==> config.mk <==
export PLATFORM = sky130hd
export DESIGN_NAME = priority_round_robin_picker_top_flat
export DESIGN_NICKNAME = d
export VERILOG_FILES = /design/src/design/prp_pkg.sv /design/src/design/prp_if.sv /design/src/design/prp_ram.sv /design/src/design/prp_front.sv /design/src/design/prp_queue.sv /design/src/design/prp_back.sv /design/src/design/priority_round_robin_picker_top.sv /design/src/flat_wrapper.sv
export SDC_FILE = /design/constraint.sdc
export NUM_CORES = 1
export LEC_CHECK = 0
export ABC_AREA = 1
export BUFFER_PORTS_ARGS = -buffer_cell sky130_fd_sc_hd__buf_2
export CORE_ASPECT_RATIO = 1.5
export CORE_MARGIN = 1.5
export CORE_UTILIZATION = 57
export DETAILED_ROUTE_END_ITERATION = 10
export PLACE_DENSITY_LB_ADDON = 0.08
export SYNTH_ARGS = -nofsm -noshare
export SYNTH_HDL_FRONTEND = slang
export SYNTH_HIERARCHICAL = 1
export SYNTH_SLANG_ARGS = --single-unit
==> constraint.sdc <==
create_clock -name clock -period 3.05 [get_ports clock]
set_input_delay 0.61 -clock clock [delete_from_list [all_inputs] [get_ports clock]]
set_output_delay 0.61 -clock clock [all_outputs]
set_load 0.02 [all_outputs]
==> src/design/prp_pkg.sv <==
// Shared constants, codes and command type of the priority round-robin picker.
package prp_pkg;

   localparam int NUM_ENTRIES_DEF  = 64;
   localparam int PRIORITY_MAX_DEF = 15;

   // Field widths of the request and response words
   localparam int ENTRY_IDX_W = 6;
   localparam int PRIO_W      = 4;
   localparam int OUTCOME_W   = 2;
   // Scan start is current_index + 1 before wrapping, so it needs one more bit
   localparam int START_W     = ENTRY_IDX_W + 1;
   // Table word: runnable flag above the priority
   localparam int ENTRY_W     = PRIO_W + 1;

   localparam int QUEUE_DEPTH = 2;
   localparam int IDLE_ENTRY  = 0;

   typedef enum logic {
      OP_WRITE = 1'b0,
      OP_SCHED = 1'b1
   } opcode_type;

   typedef enum logic [OUTCOME_W-1:0] {
      OUTCOME_TASK = 2'd0,
      OUTCOME_IDLE = 2'd1,
      OUTCOME_NONE = 2'd2
   } outcome_type;

   // Classified command handed from the front end to the scan engine
   typedef struct packed {
      logic                   is_sched;
      logic                   wr_ok;
      logic [ENTRY_IDX_W-1:0] index;
      logic                   runnable;
      logic [PRIO_W-1:0]      prio;
      logic [START_W-1:0]     start;
   } cmd_type;

endpackage

==> src/design/prp_if.sv <==
// Valid/ready channel interfaces for request and response words.
interface prp_req_if import prp_pkg::*; ();
   logic                   valid;
   logic                   ready;
   logic                   opcode;
   logic [ENTRY_IDX_W-1:0] entry_index;
   logic                   entry_runnable;
   logic [PRIO_W-1:0]      entry_priority;
   logic                   current_valid;
   logic [ENTRY_IDX_W-1:0] current_index;

   modport source (
      output valid, opcode, entry_index, entry_runnable, entry_priority,
             current_valid, current_index,
      input  ready
   );
   modport sink (
      input  valid, opcode, entry_index, entry_runnable, entry_priority,
             current_valid, current_index,
      output ready
   );
endinterface

interface prp_rsp_if import prp_pkg::*; ();
   logic                   valid;
   logic                   ready;
   logic [ENTRY_IDX_W-1:0] chosen_index;
   logic [OUTCOME_W-1:0]   outcome;

   modport source (
      output valid, chosen_index, outcome,
      input  ready
   );
   modport sink (
      input  valid, chosen_index, outcome,
      output ready
   );
endinterface

==> src/design/prp_ram.sv <==
// Generic single-write, single-read RAM with registered read data.
module prp_ram #(
   parameter  int WIDTH  = 8,
   parameter  int DEPTH  = 16,
   localparam int ADDR_W = $clog2(DEPTH)
) (
   input  logic              clock,
   input  logic              wr_en,
   input  logic [ADDR_W-1:0] wr_addr,
   input  logic [WIDTH-1:0]  wr_data,
   input  logic              rd_en,
   input  logic [ADDR_W-1:0] rd_addr,
   output logic [WIDTH-1:0]  rd_data
);

   logic [WIDTH-1:0] mem_ff [DEPTH];
   logic [WIDTH-1:0] rd_data_ff;

   always_ff @(posedge clock) begin
      if (wr_en) begin
         mem_ff[wr_addr] <= wr_data;
      end
      if (rd_en) begin
         rd_data_ff <= mem_ff[rd_addr];
      end
   end

   assign rd_data = rd_data_ff;

endmodule

==> src/design/prp_front.sv <==
// Front end: takes request words, saturates priorities and reduces the scan start.
module prp_front import prp_pkg::*; #(
   parameter int NUM_ENTRIES  = NUM_ENTRIES_DEF,
   parameter int PRIORITY_MAX = PRIORITY_MAX_DEF
) (
   input  logic     clock,
   input  logic     reset,
   prp_req_if.sink  req,
   input  logic     clear_busy,
   output logic     push_valid,
   output cmd_type  push_cmd,
   input  logic     push_ready
);

   localparam int IDX_W = $clog2(NUM_ENTRIES);
   localparam int CMP_W = (START_W > IDX_W + 1) ? START_W : IDX_W + 1;

   logic    vld_ff, vld_in;
   cmd_type cmd_ff, cmd_in;
   logic    start_big;
   logic    norm_done;
   logic    push_now;
   logic    take;
   logic [ENTRY_IDX_W-1:0] cur_eff;
   logic [PRIO_W-1:0]      prio_sat;

   // Start still at or above table size: one subtract per cycle until it wraps in
   assign start_big  = CMP_W'(cmd_ff.start) >= CMP_W'(NUM_ENTRIES);
   assign norm_done  = !cmd_ff.is_sched || !start_big;
   assign push_valid = vld_ff && norm_done;
   assign push_cmd   = cmd_ff;
   assign push_now   = push_valid && push_ready;

   // Hold off new words while the table is being cleared
   assign req.ready = !clear_busy && (!vld_ff || push_now);
   assign take      = req.valid && req.ready;

   // No running task means the scan begins right after the idle entry
   assign cur_eff  = req.current_valid ? req.current_index : '0;
   assign prio_sat = (int'(req.entry_priority) > PRIORITY_MAX) ?
                     PRIO_W'(PRIORITY_MAX) : req.entry_priority;

   always_comb begin
      vld_in = vld_ff;
      cmd_in = cmd_ff;
      if (push_now) begin
         vld_in = 1'b0;
      end
      if (vld_ff && !norm_done) begin
         cmd_in.start = cmd_ff.start - START_W'(NUM_ENTRIES);
      end
      if (take) begin
         vld_in          = 1'b1;
         cmd_in.is_sched = (req.opcode == OP_SCHED);
         cmd_in.wr_ok    = CMP_W'(req.entry_index) < CMP_W'(NUM_ENTRIES);
         cmd_in.index    = req.entry_index;
         cmd_in.runnable = req.entry_runnable;
         cmd_in.prio     = prio_sat;
         cmd_in.start    = START_W'(cur_eff) + START_W'(1);
      end
   end

   always_ff @(posedge clock) begin
      if (reset) begin
         vld_ff <= 1'b0;
      end else begin
         vld_ff <= vld_in;
      end
      cmd_ff <= cmd_in;
   end

endmodule

==> src/design/prp_queue.sv <==
// Short command queue between the front end and the scan engine.
module prp_queue import prp_pkg::*; (
   input  logic    clock,
   input  logic    reset,
   input  logic    push_valid,
   input  cmd_type push_cmd,
   output logic    push_ready,
   output logic    pop_valid,
   output cmd_type pop_cmd,
   input  logic    pop_ready
);

   localparam int PTR_W = $clog2(QUEUE_DEPTH);
   localparam int CNT_W = $clog2(QUEUE_DEPTH + 1);

   cmd_type          mem_ff [QUEUE_DEPTH];
   logic [PTR_W-1:0] wr_ptr_ff, wr_ptr_in;
   logic [PTR_W-1:0] rd_ptr_ff, rd_ptr_in;
   logic [CNT_W-1:0] count_ff, count_in;
   logic             push_fire;
   logic             pop_fire;

   assign push_ready = (count_ff != CNT_W'(QUEUE_DEPTH));
   assign pop_valid  = (count_ff != '0);
   assign pop_cmd    = mem_ff[rd_ptr_ff];
   assign push_fire  = push_valid && push_ready;
   assign pop_fire   = pop_valid && pop_ready;

   // Pointers wrap naturally, depth is a power of two
   always_comb begin
      wr_ptr_in = push_fire ? wr_ptr_ff + PTR_W'(1) : wr_ptr_ff;
      rd_ptr_in = pop_fire  ? rd_ptr_ff + PTR_W'(1) : rd_ptr_ff;
      count_in  = count_ff;
      if (push_fire && !pop_fire) begin
         count_in = count_ff + CNT_W'(1);
      end else if (pop_fire && !push_fire) begin
         count_in = count_ff - CNT_W'(1);
      end
   end

   always_ff @(posedge clock) begin
      if (reset) begin
         wr_ptr_ff <= '0;
         rd_ptr_ff <= '0;
         count_ff  <= '0;
      end else begin
         wr_ptr_ff <= wr_ptr_in;
         rd_ptr_ff <= rd_ptr_in;
         count_ff  <= count_in;
      end
      if (push_fire) begin
         mem_ff[wr_ptr_ff] <= push_cmd;
      end
   end

endmodule

==> src/design/prp_back.sv <==
// Scan engine: owns the task table, applies writes and runs the round-robin scan.
module prp_back import prp_pkg::*; #(
   parameter int NUM_ENTRIES = NUM_ENTRIES_DEF
) (
   input  logic      clock,
   input  logic      reset,
   input  logic      pop_valid,
   input  cmd_type   pop_cmd,
   output logic      pop_ready,
   prp_rsp_if.source rsp,
   output logic      clear_busy
);

   localparam int IDX_W = $clog2(NUM_ENTRIES);
   localparam logic [IDX_W-1:0] LAST_IDX = IDX_W'(NUM_ENTRIES - 1);

   typedef enum logic [2:0] {
      ST_CLEAR,
      ST_IDLE,
      ST_SCAN,
      ST_WAIT,
      ST_FINISH
   } state_type;

   state_type              state_ff, state_in;
   logic [IDX_W-1:0]       cnt_ff, cnt_in;
   logic [IDX_W-1:0]       addr_ff, addr_in;
   logic                   rd_vld_ff, rd_vld_in;
   logic                   rd_last_ff, rd_last_in;
   logic [IDX_W-1:0]       rd_idx_ff, rd_idx_in;
   logic                   found_ff, found_in;
   logic [IDX_W-1:0]       best_idx_ff, best_idx_in;
   logic [PRIO_W-1:0]      best_prio_ff, best_prio_in;
   logic                   idle_run_ff, idle_run_in;
   logic                   rsp_vld_ff, rsp_vld_in;
   logic [ENTRY_IDX_W-1:0] rsp_idx_ff, rsp_idx_in;
   outcome_type            rsp_outcome_ff, rsp_outcome_in;

   logic               wr_en;
   logic [IDX_W-1:0]   wr_addr;
   logic [ENTRY_W-1:0] wr_data;
   logic               rd_en;
   logic [ENTRY_W-1:0] rd_data;
   logic               rd_run;
   logic [PRIO_W-1:0]  rd_prio;

   prp_ram #(
      .WIDTH (ENTRY_W),
      .DEPTH (NUM_ENTRIES)
   ) u_table (
      .clock   (clock),
      .wr_en   (wr_en),
      .wr_addr (wr_addr),
      .wr_data (wr_data),
      .rd_en   (rd_en),
      .rd_addr (addr_ff),
      .rd_data (rd_data)
   );

   assign rd_run  = rd_data[ENTRY_W-1];
   assign rd_prio = rd_data[PRIO_W-1:0];

   assign clear_busy     = (state_ff == ST_CLEAR);
   assign rsp.valid      = rsp_vld_ff;
   assign rsp.chosen_index = rsp_idx_ff;
   assign rsp.outcome    = rsp_outcome_ff;

   always_comb begin
      state_in       = state_ff;
      cnt_in         = cnt_ff;
      addr_in        = addr_ff;
      rd_vld_in      = 1'b0;
      rd_last_in     = 1'b0;
      rd_idx_in      = addr_ff;
      found_in       = found_ff;
      best_idx_in    = best_idx_ff;
      best_prio_in   = best_prio_ff;
      idle_run_in    = idle_run_ff;
      rsp_vld_in     = rsp_vld_ff;
      rsp_idx_in     = rsp_idx_ff;
      rsp_outcome_in = rsp_outcome_ff;
      wr_en          = 1'b0;
      wr_addr        = cnt_ff;
      wr_data        = '0;
      rd_en          = 1'b0;
      pop_ready      = 1'b0;

      if (rsp_vld_ff && rsp.ready) begin
         rsp_vld_in = 1'b0;
      end

      case (state_ff)
         // Zero the table one entry per cycle after reset
         ST_CLEAR: begin
            wr_en = 1'b1;
            if (cnt_ff == LAST_IDX) begin
               cnt_in   = '0;
               state_in = ST_IDLE;
            end else begin
               cnt_in = cnt_ff + IDX_W'(1);
            end
         end
         // Apply a write, or load a scan
         ST_IDLE: begin
            pop_ready = 1'b1;
            if (pop_valid) begin
               if (pop_cmd.is_sched) begin
                  addr_in      = IDX_W'(pop_cmd.start);
                  cnt_in       = '0;
                  found_in     = 1'b0;
                  best_idx_in  = '0;
                  best_prio_in = '0;
                  idle_run_in  = 1'b0;
                  state_in     = ST_SCAN;
               end else begin
                  wr_en   = pop_cmd.wr_ok;
                  wr_addr = IDX_W'(pop_cmd.index);
                  wr_data = {pop_cmd.runnable, pop_cmd.prio};
               end
            end
         end
         // Issue one table read per cycle, wrapping at the last entry
         ST_SCAN: begin
            rd_en      = 1'b1;
            rd_vld_in  = 1'b1;
            rd_last_in = (cnt_ff == LAST_IDX);
            addr_in    = (addr_ff == LAST_IDX) ? '0 : addr_ff + IDX_W'(1);
            if (cnt_ff == LAST_IDX) begin
               cnt_in   = '0;
               state_in = ST_WAIT;
            end else begin
               cnt_in = cnt_ff + IDX_W'(1);
            end
         end
         // Last read data is being compared
         ST_WAIT: begin
            if (rd_last_ff) begin
               state_in = ST_FINISH;
            end
         end
         // Load the response register once it is free
         ST_FINISH: begin
            if (!rsp_vld_ff || rsp.ready) begin
               rsp_vld_in = 1'b1;
               if (found_ff) begin
                  rsp_idx_in     = ENTRY_IDX_W'(best_idx_ff);
                  rsp_outcome_in = OUTCOME_TASK;
               end else if (idle_run_ff) begin
                  rsp_idx_in     = ENTRY_IDX_W'(IDLE_ENTRY);
                  rsp_outcome_in = OUTCOME_IDLE;
               end else begin
                  rsp_idx_in     = '0;
                  rsp_outcome_in = OUTCOME_NONE;
               end
               state_in = ST_IDLE;
            end
         end
         default: begin
            state_in = ST_IDLE;
         end
      endcase

      // Compare the entry read last cycle; strictly greater keeps the first in scan order
      if (rd_vld_ff) begin
         if (rd_idx_ff == IDX_W'(IDLE_ENTRY)) begin
            idle_run_in = rd_run;
         end else if (rd_run && (!found_ff || rd_prio > best_prio_ff)) begin
            found_in     = 1'b1;
            best_idx_in  = rd_idx_ff;
            best_prio_in = rd_prio;
         end
      end
   end

   always_ff @(posedge clock) begin
      if (reset) begin
         state_ff   <= ST_CLEAR;
         cnt_ff     <= '0;
         rd_vld_ff  <= 1'b0;
         rd_last_ff <= 1'b0;
         rsp_vld_ff <= 1'b0;
      end else begin
         state_ff   <= state_in;
         cnt_ff     <= cnt_in;
         rd_vld_ff  <= rd_vld_in;
         rd_last_ff <= rd_last_in;
         rsp_vld_ff <= rsp_vld_in;
      end
      addr_ff        <= addr_in;
      rd_idx_ff      <= rd_idx_in;
      found_ff       <= found_in;
      best_idx_ff    <= best_idx_in;
      best_prio_ff   <= best_prio_in;
      idle_run_ff    <= idle_run_in;
      rsp_idx_ff     <= rsp_idx_in;
      rsp_outcome_ff <= rsp_outcome_in;
   end

endmodule

==> src/design/priority_round_robin_picker_top.sv <==
// Top level of the priority round-robin task picker.
// Keeps a table of NUM_ENTRIES task entries (runnable flag, priority). A write word
// (opcode 0) updates one entry and returns nothing; a schedule word (opcode 1) returns
// one response word naming the highest-priority runnable task, scanning from just after
// the current task and wrapping, with ties going to the first entry met and entry 0
// reserved as the idle task. The front end accepts a word per cycle into a two-deep
// command queue while that queue has room; a schedule request holds the scan engine
// until its scan ends, because the table is a single-read-port RAM read one entry
// per cycle. A schedule word whose current_index is beyond a small table has its start
// wrapped in the front end by repeated subtraction of NUM_ENTRIES. After reset the table
// is zeroed by a pass over all NUM_ENTRIES entries, during which req.ready stays low.
module priority_round_robin_picker_top import prp_pkg::*; #(
   parameter int NUM_ENTRIES  = NUM_ENTRIES_DEF,
   parameter int PRIORITY_MAX = PRIORITY_MAX_DEF
) (
   input  logic      clock,
   input  logic      reset,
   prp_req_if.sink   req,
   prp_rsp_if.source rsp
);

   logic    clear_busy;
   logic    push_valid;
   cmd_type push_cmd;
   logic    push_ready;
   logic    pop_valid;
   cmd_type pop_cmd;
   logic    pop_ready;

   // Accept and classify request words
   prp_front #(
      .NUM_ENTRIES  (NUM_ENTRIES),
      .PRIORITY_MAX (PRIORITY_MAX)
   ) u_front (
      .clock      (clock),
      .reset      (reset),
      .req        (req),
      .clear_busy (clear_busy),
      .push_valid (push_valid),
      .push_cmd   (push_cmd),
      .push_ready (push_ready)
   );

   // Decouple front end from scan engine
   prp_queue u_queue (
      .clock      (clock),
      .reset      (reset),
      .push_valid (push_valid),
      .push_cmd   (push_cmd),
      .push_ready (push_ready),
      .pop_valid  (pop_valid),
      .pop_cmd    (pop_cmd),
      .pop_ready  (pop_ready)
   );

   // Table writes and scans
   prp_back #(
      .NUM_ENTRIES (NUM_ENTRIES)
   ) u_back (
      .clock      (clock),
      .reset      (reset),
      .pop_valid  (pop_valid),
      .pop_cmd    (pop_cmd),
      .pop_ready  (pop_ready),
      .rsp        (rsp),
      .clear_busy (clear_busy)
   );

   // No word taken while the table is being cleared
   a_no_accept_in_clear: assert property (@(posedge clock) disable iff (reset)
      clear_busy |-> !req.ready)
      else $error("request accepted during table clear");

   // Queue is never drained while the clear pass still owns the table
   a_no_pop_in_clear: assert property (@(posedge clock) disable iff (reset)
      (pop_valid && pop_ready) |-> !clear_busy)
      else $error("command popped during table clear");

   // A stalled command in the front end is held unchanged
   a_front_hold: assert property (@(posedge clock) disable iff (reset)
      (push_valid && !push_ready) |=> (push_valid && $stable(push_cmd)))
      else $error("front end dropped or changed a stalled command");

   // Idle and empty outcomes always report entry zero
   a_idle_index: assert property (@(posedge clock) disable iff (reset)
      (rsp.valid && rsp.outcome != OUTCOME_TASK) |-> (rsp.chosen_index == '0))
      else $error("non-task outcome with nonzero index");

endmodule
==> src/flat_wrapper.sv <==
// flat-port wrapper written by rule: the top's interface ports become plain ports
module priority_round_robin_picker_top_flat import prp_pkg::*;
#(
   parameter int NUM_ENTRIES  = NUM_ENTRIES_DEF,
   parameter int PRIORITY_MAX = PRIORITY_MAX_DEF
)
  (clock, reset, req_valid, req_opcode, req_entry_index, req_entry_runnable, req_entry_priority, req_current_valid, req_current_index, req_ready, rsp_valid, rsp_chosen_index, rsp_outcome, rsp_ready);
  prp_req_if req_i ();
  prp_rsp_if rsp_i ();
  input  logic clock;
  input  logic reset;
  input wire logic [$bits(req_i.valid)-1:0] req_valid;
  input wire logic [$bits(req_i.opcode)-1:0] req_opcode;
  input wire logic [$bits(req_i.entry_index)-1:0] req_entry_index;
  input wire logic [$bits(req_i.entry_runnable)-1:0] req_entry_runnable;
  input wire logic [$bits(req_i.entry_priority)-1:0] req_entry_priority;
  input wire logic [$bits(req_i.current_valid)-1:0] req_current_valid;
  input wire logic [$bits(req_i.current_index)-1:0] req_current_index;
  output wire logic [$bits(req_i.ready)-1:0] req_ready;
  output wire logic [$bits(rsp_i.valid)-1:0] rsp_valid;
  output wire logic [$bits(rsp_i.chosen_index)-1:0] rsp_chosen_index;
  output wire logic [$bits(rsp_i.outcome)-1:0] rsp_outcome;
  input wire logic [$bits(rsp_i.ready)-1:0] rsp_ready;
  assign req_i.valid = req_valid;
  assign req_i.opcode = req_opcode;
  assign req_i.entry_index = req_entry_index;
  assign req_i.entry_runnable = req_entry_runnable;
  assign req_i.entry_priority = req_entry_priority;
  assign req_i.current_valid = req_current_valid;
  assign req_i.current_index = req_current_index;
  assign req_ready = req_i.ready;
  assign rsp_valid = rsp_i.valid;
  assign rsp_chosen_index = rsp_i.chosen_index;
  assign rsp_outcome = rsp_i.outcome;
  assign rsp_i.ready = rsp_ready;
  priority_round_robin_picker_top #(.NUM_ENTRIES(NUM_ENTRIES), .PRIORITY_MAX(PRIORITY_MAX)) u_core (.clock(clock), .reset(reset), .req(req_i), .rsp(rsp_i));
endmodule
==> metrics, run 1 <==
Pre-Repair DR Iteration Count 5; Sw Ratio 0.314; Worst Clk Skew 0.0136 ns; most common cell after layout, fill and taps aside nand2_1; setup slack at placement 0.0549 ns; Final Hold Viols 0; ratio of cells with drive above 1 in the final layout 0.126; Final Non-Filler Cells 2,083; Clk pwr share 0.298; Pleak 7.43 nW; Skew-Pair Late Insertion Delay 0.54 ns; Die Span Y 222 um; data required time at the worst endpoint 3.30 ns; DRT iter0 DRCs 767; Max Freq 355 MHz; Die W 149 um; CTS Sinks 432; Worst Path Arrival 3.06 ns; Final TNS setup 0 ns; Area Growth Syn to Fin 10.2%; WS Path Type reg -> reg; Sw Pwr 5.05 mW; total core area 31,600 um^2; row cnt 80; most frequent cells in the layout 489 x nand2_1, 396 x edfxtp_1, 307 x nand3_1, 86 x nor2_1, 66 x inv_1; clk buf depth 3; largest net degree at the start of global routing 165; I/O Buffers 32; CTS root buf clkbuf_16; H-tree depth 2; syn avg cell area 11.3 um^2; worst hold path type in -> reg; multi-input logic area 4870 um^2; Avg Vias per Cell 5.59; drt wl/cell 19.5 um; Ports 33; synthesized area 18,200 um^2; register area 12,600 um^2; clock transition at the registers of the reported paths 0.06 ns; die area 33,100 um^2; final worst path period need 2.82 ns; Max-Cap Viols 0; Seq pwr share 0.453; CTS tree done; vias in the first global route 11.5k; placed cells 2,013; Worst-Margin Slew 0.805 ns; diode count 0; hpwl dp 25,700 um; Power Density 801 nW/um^2; Mapped Nets 1,642; GP Congestion 0.789; post-synthesis cell count 1,611; Setup crit end u_core/u_back/u_table/mem_ff[48][3]; final WL 40,600 um; Remaining Overflow, GRT 0; FF-to-FF path depth 7; CTS buffer count 38; initial antenna violation count 1; Yosys warnings 6; Setup WS post-layout 0.234 ns; Rel. slew slack 0.463; fill count 2,500; GRT Util Overall 0.254; RSZ-0062 raised after global routing no; Vias 11.6k; startpoint types flip-flop; CP Max Fanout 14; fin crit share 0.923; first-pass GRT wire length 62,400 um; Initial Utilization 0.577; Critical R2R Capture u_core/u_back/u_table/mem_ff[48][3]; # setup viols final 0; DRT antenna net count 0; Residual DRC 0; Comb power frac 0.249; Final Max Tran Viols 0; status finished, final reports clean; reg2reg setup slack 0.23 ns; Internal Pwr Total 11.0 mW; Crit. End Element flip-flop; Final nets 1,677; VDD IR-drop max 551 uV
## power groups by stage
stage               logic (mW)  clock network [mW]  registers [mW]
floorplan                 2.93                   0            7.35
global placement          3.88                   0            7.41
detailed placement        3.93                   0            7.42
CTS                       3.95                4.88            7.30
global route              4.47                5.13            7.33
finish                    4.01                4.80            7.29
## worst max-delay path: stages (launching register included)
cell and delay [ns]:
dfxtp_1 0.35, mux2_4 0.33, inv_1 0.09, nand3_2 0.28
o22ai_2 0.42, nand4_1 0.36, nor4_1 0.46, buf_4 0.23
## final cells by class
class,instances,area share
sequential,432,0.628
multi-input combinational,1019,0.242
clock buffer,49,0.0530
timing repair buffer,78,0.0276
tap,410,0.0255
inverter,77,0.0146
clock inverter,18,0.00928
## per-layer routing
| metal | vias up | share of wire | global-route usage |
|---|---|---|---|
| li1 | 5628 | - | - |
| met1 | 5571 | 0.37 | 0.293 |
| met2 | 345 | 0.53 | 0.457 |
| met3 | 96 | 0.053 | 0.0391 |
| met4 | 2 | 0.044 | 0.123 |
| met5 | - | 0.00030 | 0 |
## per-stage QoR
stage                     power [mW]  utilization  area (um^2)  hold slack, ns
after floorplan                 10.3            -        18200           0.391
after global placement          11.3        0.595        18800           0.423
after detailed placement        11.4        0.595        18800           0.434
after CTS                       16.1        0.634        20100           0.225
after global routing            16.9        0.635        20100           0.220
final                           16.1        0.635        20100           0.248
## how the worst min path moves through the flow
| stage | slack (ns) | cells after the start | end | start |
|---|---|---|---|---|
| after floorplan | 0.39 | 0 | u_core/u_back/rd_idx_ff[1] | u_core/u_back/addr_ff[1] |
| after global placement | 0.42 | 0 | u_core/u_queue/mem_ff[0][8] | u_core/u_front/push_cmd[8] |
| after detailed placement | 0.43 | 0 | u_core/u_queue/mem_ff[1][4] | u_core/u_front/push_cmd[4] |
| after CTS | 0.22 | 1 | u_core/u_front/push_cmd[19] | req_opcode |
| after global routing | 0.22 | 1 | u_core/u_front/push_cmd[16] | req_entry_index[4] |
| final | 0.25 | 1 | u_core/u_front/push_cmd[19] | req_opcode |
## state kept, by name, indices dropped and copies added, names as in the netlist, named ones only
name / flops
u_core/u_back/rsp.valid: 1
u_core/u_back/rsp.chosen_index: 6
u_core/u_back/best_idx_ff: 6
u_core/u_back/state_ff: 3
u_core/u_queue/mem_ff: 38
u_core/u_back/u_table/rd_data: 5
u_core/u_back/idle_run_ff: 1
u_core/u_front/vld_ff: 1
u_core/u_back/best_prio_ff: 4
u_core/u_back/found_ff: 1
u_core/u_queue/wr_ptr_ff: 1
u_core/u_back/rsp.outcome: 2
u_core/u_queue/count_ff: 2
u_core/u_queue/rd_ptr_ff: 1
u_core/u_front/push_cmd: 19
u_core/u_back/rd_vld_ff: 1
u_core/u_back/cnt_ff: 6
u_core/u_back/rd_idx_ff: 6
u_core/u_back/rd_last_ff: 1
u_core/u_back/u_table/mem_ff: 320
u_core/u_back/addr_ff: 6
## repair_timing
action,CTS,global route
setup buffers,0,3
resized for setup,0,7
hold buffers,0,0
setup endpoints to repair,0,117
No activity file was read; power rests on OpenSTA's default activity.
==> run 2, diff against run 1 <==
==> constraint.sdc (replaced) <==
create_clock -name clock -period 2.25 [get_ports clock]
set_input_delay 0.45 -clock clock [delete_from_list [all_inputs] [get_ports clock]]
set_output_delay 0.45 -clock clock [all_outputs]
set_load 0.02 [all_outputs]
==> metrics, run 2 (same netlist as run 1, synthesis figures left out) <==
status finished, final reports clean; die area 33,100 um^2 (unchanged); clock transition at the registers of the reported paths 0.06 ns (about the same); Power Density 1070 nW/um^2 (+33%); met2 routed WL 21,000 um (-2.4%); Worst Clk Skew 0.0148 ns (+0.00122 ns); diode count 0 (unchanged); Area Growth Syn to Fin 16.9%; vias in the first global route 12.0k (+3.9%); Top reg by flops u_core/u_back/u_table/mem_ff; Residual DRC 0 (unchanged); Worst path most repeated cell buf_4; WS Path Type reg -> reg; Die Span Y 222 um (unchanged); ratio of cells with drive above 1 in the final layout 0.193 (+0.0674); Critical R2R Capture u_core/u_back/u_table/mem_ff[49][0]; most frequent cells in the layout 488 x nand2_1, 396 x edfxtp_1, 304 x nand3_1, 60 x buf_4, 60 x inv_1; Worst-Margin Slew 0.738 ns (-0.0667 ns); worst hold path type in -> reg; Max-Cap Viols 0 (unchanged); total core area 31,600 um^2 (unchanged); drt wl/cell 19.1 um (-1.9%); Final Non-Filler Cells 2,136 (+2.5%); fill count 2,387 (-4.5%); final worst path period need 2.23 ns (-0.591 ns); hpwl dp 26,400 um (+2.5%); Remaining Overflow, GRT 0 (unchanged); CTS Hold Buffers Added 0 (unchanged); Final nets 1,728 (+3.0%); CTS root buf clkbuf_16; Final TNS setup 0 ns (unchanged); initial antenna violation count 0 (-1); FF-to-FF path depth 10 (+3); critical path's top delay family buffers and inverters; max incr delay on CP 0.33 ns (-0.13 ns); critical path cell sequence buf_4, buf_4, mux2_4, nor2_1, a21oi_2, inv_2, nand4_1, buf_6, nor4_4, buf_4; overall power 22.8 mW (+41%); largest net degree at the start of global routing 70 (-58%); Pre-Repair DR Iteration Count 5 (unchanged); startpoint types flip-flop; most common cell after layout, fill and taps aside nand2_1; Crit. End Element flip-flop; max FFs per register 320 (unchanged); GRT Util Overall 0.255 (+0.00122); data required time at the worst endpoint 2.50 ns (-0.80 ns); GP Congestion 0.865 (+9.6%); Max Freq 449 MHz (+27%); first-pass GRT wire length 63,300 um (+1.5%); Avg Vias per Cell 5.52 (-1.2%); slowest cell on the critical path dfxtp_2; met3 wire length 2140 um (-0.74%); DRT antenna net count 0 (unchanged); final WL 40,800 um (+0.60%); placed cells 2,062 (+2.4%); Vias 11.8k (+1.3%); RSZ-0062 raised after global routing yes; Rel. slew slack 0.507 (+0.0445); Hold Path Origin req_entry_index[1]; M1 WL 15,600 um (+2.9%); row cnt 80 (unchanged); # setup viols final 0 (unchanged); H-tree depth 2 (unchanged); Worst Path Arrival 2.47 ns (-0.59 ns); Pleak 7.82 nW (+5.2%); CTS tree done; VDD IR-drop max 1030 uV (+87%); highest metal used met4; hold depth 1 (unchanged); fin crit share 0.989 (+0.0658); CTS Sinks 432 (unchanged); clk buf depth 3 (unchanged); reg2reg setup slack 0.02 ns (-0.21 ns); Final Max Tran Viols 0 (unchanged); hold path endpoint u_core/u_front/push_cmd[13]; Skew-Pair Late Insertion Delay 0.54 ns (about the same); Die W 149 um (unchanged); WP buf/inv 5 (+3); Ports 33 (unchanged); CP Max Fanout 8 (-6); Final Hold Viols 0 (unchanged); I/O Buffers 32 (unchanged); Hold WS 0.0868 ns (-0.161 ns); DRT iter0 DRCs 926 (+21%); CTS buffer count 39 (+2.6%); Initial Utilization 0.577 (unchanged)
run 2: worst reg2reg max path: cells and delay by family (launching register included):
family | cells | cell delay (ns)
buffers and inverters | 5 | 0.81
AND/OR/NAND/NOR | 3 | 0.45
flip-flops | 1 | 0.33
multiplexers | 1 | 0.30
AO/OA/AOI/OAI | 1 | 0.06
run 2: how the worst max path moves through the flow:
stage,end,slack (ns),depth (start not counted)
after CTS,u_core/u_back/u_table/mem_ff[60][0],0.002,10
after detailed placement,u_core/u_back/u_table/mem_ff[46][0],-0.09,9
after global placement,u_core/u_back/u_table/mem_ff[40][2],-0.07,11
after floorplan,u_core/u_back/u_table/mem_ff[50][0],-0.44,9
after global routing,u_core/u_back/u_table/mem_ff[49][0],-0.08,11
final,u_core/u_back/u_table/mem_ff[49][0],0.02,10
run 2: area by class of cell:
cell class / instances / area, um^2 / share of cell area
Multi-Input combinational cell: 1020 / 5410 / 0.254
Clock buffer: 51 / 1090 / 0.0514
Tap cell: 410 / 513 / 0.0241
Inverter: 77 / 310 / 0.0146
Clock inverter: 19 / 176 / 0.00828
Timing Repair Buffer: 127 / 1210 / 0.0566
Sequential cell: 432 / 12600 / 0.592
run 2: layer usage:
layer,track usage,up-vias
met4,0.142,0
met2,0.442,350
li1,-,5739
met5,0,-
met1,0.301,5593
met3,0.0401,112
run 2: through the flow:
step                       util  setup slack [ns]  instance area (um^2)
final                     0.674            0.0248                 21300
after detailed placement  0.621           -0.0867                 19600
after floorplan               -            -0.438                 18500
after global routing      0.674           -0.0848                 21300
after global placement    0.621           -0.0750                 19600
after CTS                 0.665           0.00212                 21000
run 2: power by group:
| group | total, mW | switching, mW | internal (mW) | leakage, nW |
|---|---|---|---|---|
| clock | 6.54 | 2.76 | 3.79 | 0.620 |
| sequential | 9.85 | 0.325 | 9.52 | 3.58 |
| combinational | 6.38 | 4.19 | 2.19 | 3.62 |
run 2: timing repair:
| item | CTS | global route |
|---|---|---|
| pin swaps | 2 | 2 |
| setup endpoints to repair | 285 | 306 |
| resized for setup | 26 | 53 |
| setup buffers | 1 | 2 |
| cloned | 1 | 0 |
==> run 3, diff against run 2 <==
--- a/config.mk
+++ b/config.mk
@@ -7,9 +7,11 @@
 export LEC_CHECK = 0
 export ABC_AREA = 1
 export BUFFER_PORTS_ARGS = -buffer_cell sky130_fd_sc_hd__buf_2
+export CELL_PAD_IN_SITES_DETAIL_PLACEMENT = 1
+export CELL_PAD_IN_SITES_GLOBAL_PLACEMENT = 1
 export CORE_ASPECT_RATIO = 1.5
 export CORE_MARGIN = 1.5
-export CORE_UTILIZATION = 57
+export CORE_UTILIZATION = 46
 export DETAILED_ROUTE_END_ITERATION = 10
 export PLACE_DENSITY_LB_ADDON = 0.08
 export SYNTH_ARGS = -nofsm -noshare
==> metrics, run 3 (same netlist as run 1, synthesis figures left out) <==
status complete, but fails checks; violated checks negative setup slack; CTS Hold Buffers Added 0 (unchanged); drt wl/cell 21.5 um (+12%); row cnt 89 (+11%); clk buf depth 3 (unchanged); Initial Utilization 0.465 (-0.111); CTS Sinks 432 (unchanged); Power Density 1090 nW/um^2 (+2.1%); Pleak 8.00 nW (+2.3%); Area Growth Syn to Fin 19.9%; clock transition at the registers of the reported paths 0.06 ns (about the same); final worst path period need 2.42 ns (+0.191 ns); Final Hold Viols 0 (unchanged); WS Path Type reg -> reg; # setup viols final 208 (+208); CP Max Fanout 6 (-2); CTS root buf clkbuf_16; CTS tree done; setup slack at placement -0.198 ns (-0.111 ns); largest net degree at the start of global routing 65 (-7.1%); CTS buffer count 43 (+10%); final WL 48,300 um (+18%); Final nets 1,748 (+1.2%); most frequent cells in the layout 485 x nand2_1, 396 x edfxtp_1, 300 x nand3_1, 64 x buf_4, 62 x nor2_4; max FFs per register 320 (unchanged); Vias 12.1k (+2.6%); worst hold path type in -> reg; DRT iter0 DRCs 550 (-41%); Skew-Pair Late Insertion Delay 0.56 ns (+0.02 ns); DRT antenna net count 0 (unchanged); I/O Buffers 32 (unchanged); Die Span Y 247 um (+11%); Crit. End Element flip-flop; RSZ-0062 raised after global routing yes; Max Freq 414 MHz (-7.9%); GRT Util Overall 0.243 (-0.0126); Hold WS 0.0590 ns (-0.0278 ns); diode count 0 (unchanged); multi-input logic area 5500 um^2 (+1.7%); H-tree depth 2 (unchanged); die area 40,900 um^2 (+23%); Residual DRC 0 (unchanged); data required time at the worst endpoint 2.49 ns (about the same); first-pass GRT wire length 73,300 um (+16%); fill count 4,032 (+69%); register area 12,600 um^2 (unchanged); Max-Cap Viols 0 (unchanged); initial antenna violation count 0 (unchanged); Worst-Margin Slew 0.535 ns (-0.203 ns); Final Max Tran Viols 0 (unchanged); GP Congestion 0.816 (-5.7%); vias in the first global route 13.1k (+9.4%); Remaining Overflow, GRT 0 (unchanged); Setup WS post-layout -0.167 ns (-0.191 ns); hpwl dp 32,000 um (+21%); VDD IR-drop max 759 uV (-26%); Worst Clk Skew 0.0233 ns (+0.00843 ns); Die W 166 um (+11%); Pre-Repair DR Iteration Count 5 (unchanged); Worst Path Arrival 2.66 ns (+0.19 ns); ratio of cells with drive above 1 in the final layout 0.213 (+0.0198); Ports 33 (unchanged); Top reg by flops u_core/u_back/u_table/mem_ff; fin crit share 1.07 (+0.0851); Rel. slew slack 0.643 (+0.136); most common cell after layout, fill and taps aside nand2_1; Final TNS setup -12.47 ns (-12.47 ns); total core area 39,200 um^2 (+24%); Avg Vias per Cell 5.38 (-2.5%); startpoint types flip-flop
==> run 3: layer usage <==
metal | track usage | share of wire
met1 | 0.268 | 0.38
met2 | 0.465 | 0.55
met3 | 0.0262 | 0.031
met4 | 0.0966 | 0.037
met5 | 0 | 0
==> run 3: path summary, 6_finish.rpt <==
| check | from | endpoint | slack (ns) | depth (start not counted) |
|---|---|---|---|---|
| setup / recovery | u_core/u_queue/mem_ff[0][19] | u_core/u_back/u_table/mem_ff[23][1] | -0.17 | 9 |
| hold / removal | req_entry_index[1] | u_core/u_front/push_cmd[13] | 0.06 | 1 |
| setup reg to reg | u_core/u_queue/mem_ff[0][19] | u_core/u_back/u_table/mem_ff[23][1] | -0.17 | 9 |
| hold reg to reg | u_core/u_front/push_cmd[16] | u_core/u_queue/mem_ff[0][16] | 0.44 | 0 |
==> run 3: through the flow <==
step | util | area, um^2 | cells | total power, mW
4_1_cts | 0.551 | 21600 | 2244 | 23.8
5_1_grt | 0.558 | 21900 | 2249 | 25.0
3_3_place_gp | 0.506 | 19800 | 2165 | 16.2
6_report | 0.558 | 21900 | 2249 | 23.9
3_5_place_dp | 0.506 | 19800 | 2165 | 16.4
2_1_floorplan | - | 18500 | 1611 | 14.1
==> run 3: critical path: stages, from the launching register on <==
cell and delay, ns:
edfxtp_1 0.36, mux2_4 0.31, inv_6 0.08, nand3_4 0.11
buf_4 0.18, o22ai_4 0.19, buf_4 0.18, nand4_1 0.26
buf_6 0.28, nor2_4 0.16
==> run 3: final cells by class <==
class                           count  share of cell area
Sequential cell                   432               0.577
Clock buffer                       52              0.0540
Multi-Input combinational cell   1020               0.251
Inverter                           77              0.0143
Timing Repair Buffer              143              0.0642
Clock inverter                     25              0.0110
Tap cell                          500              0.0286
==> run 3: what timing repair did <==
| item | CTS | global route |
|---|---|---|
| cloned | 1 | 0 |
| setup buffers | 1 | 5 |
| pin swaps | 5 | 12 |
| endpoints found under the setup margin | 321 | 325 |
| resized for setup | 69 | 56 |
==> run 3: power by group <==
group | switching [mW] | internal (mW)
Sequential | 0.353 | 9.53
Clock | 2.98 | 4.21
Combinational | 4.51 | 2.29
Total | 7.84 | 16.0
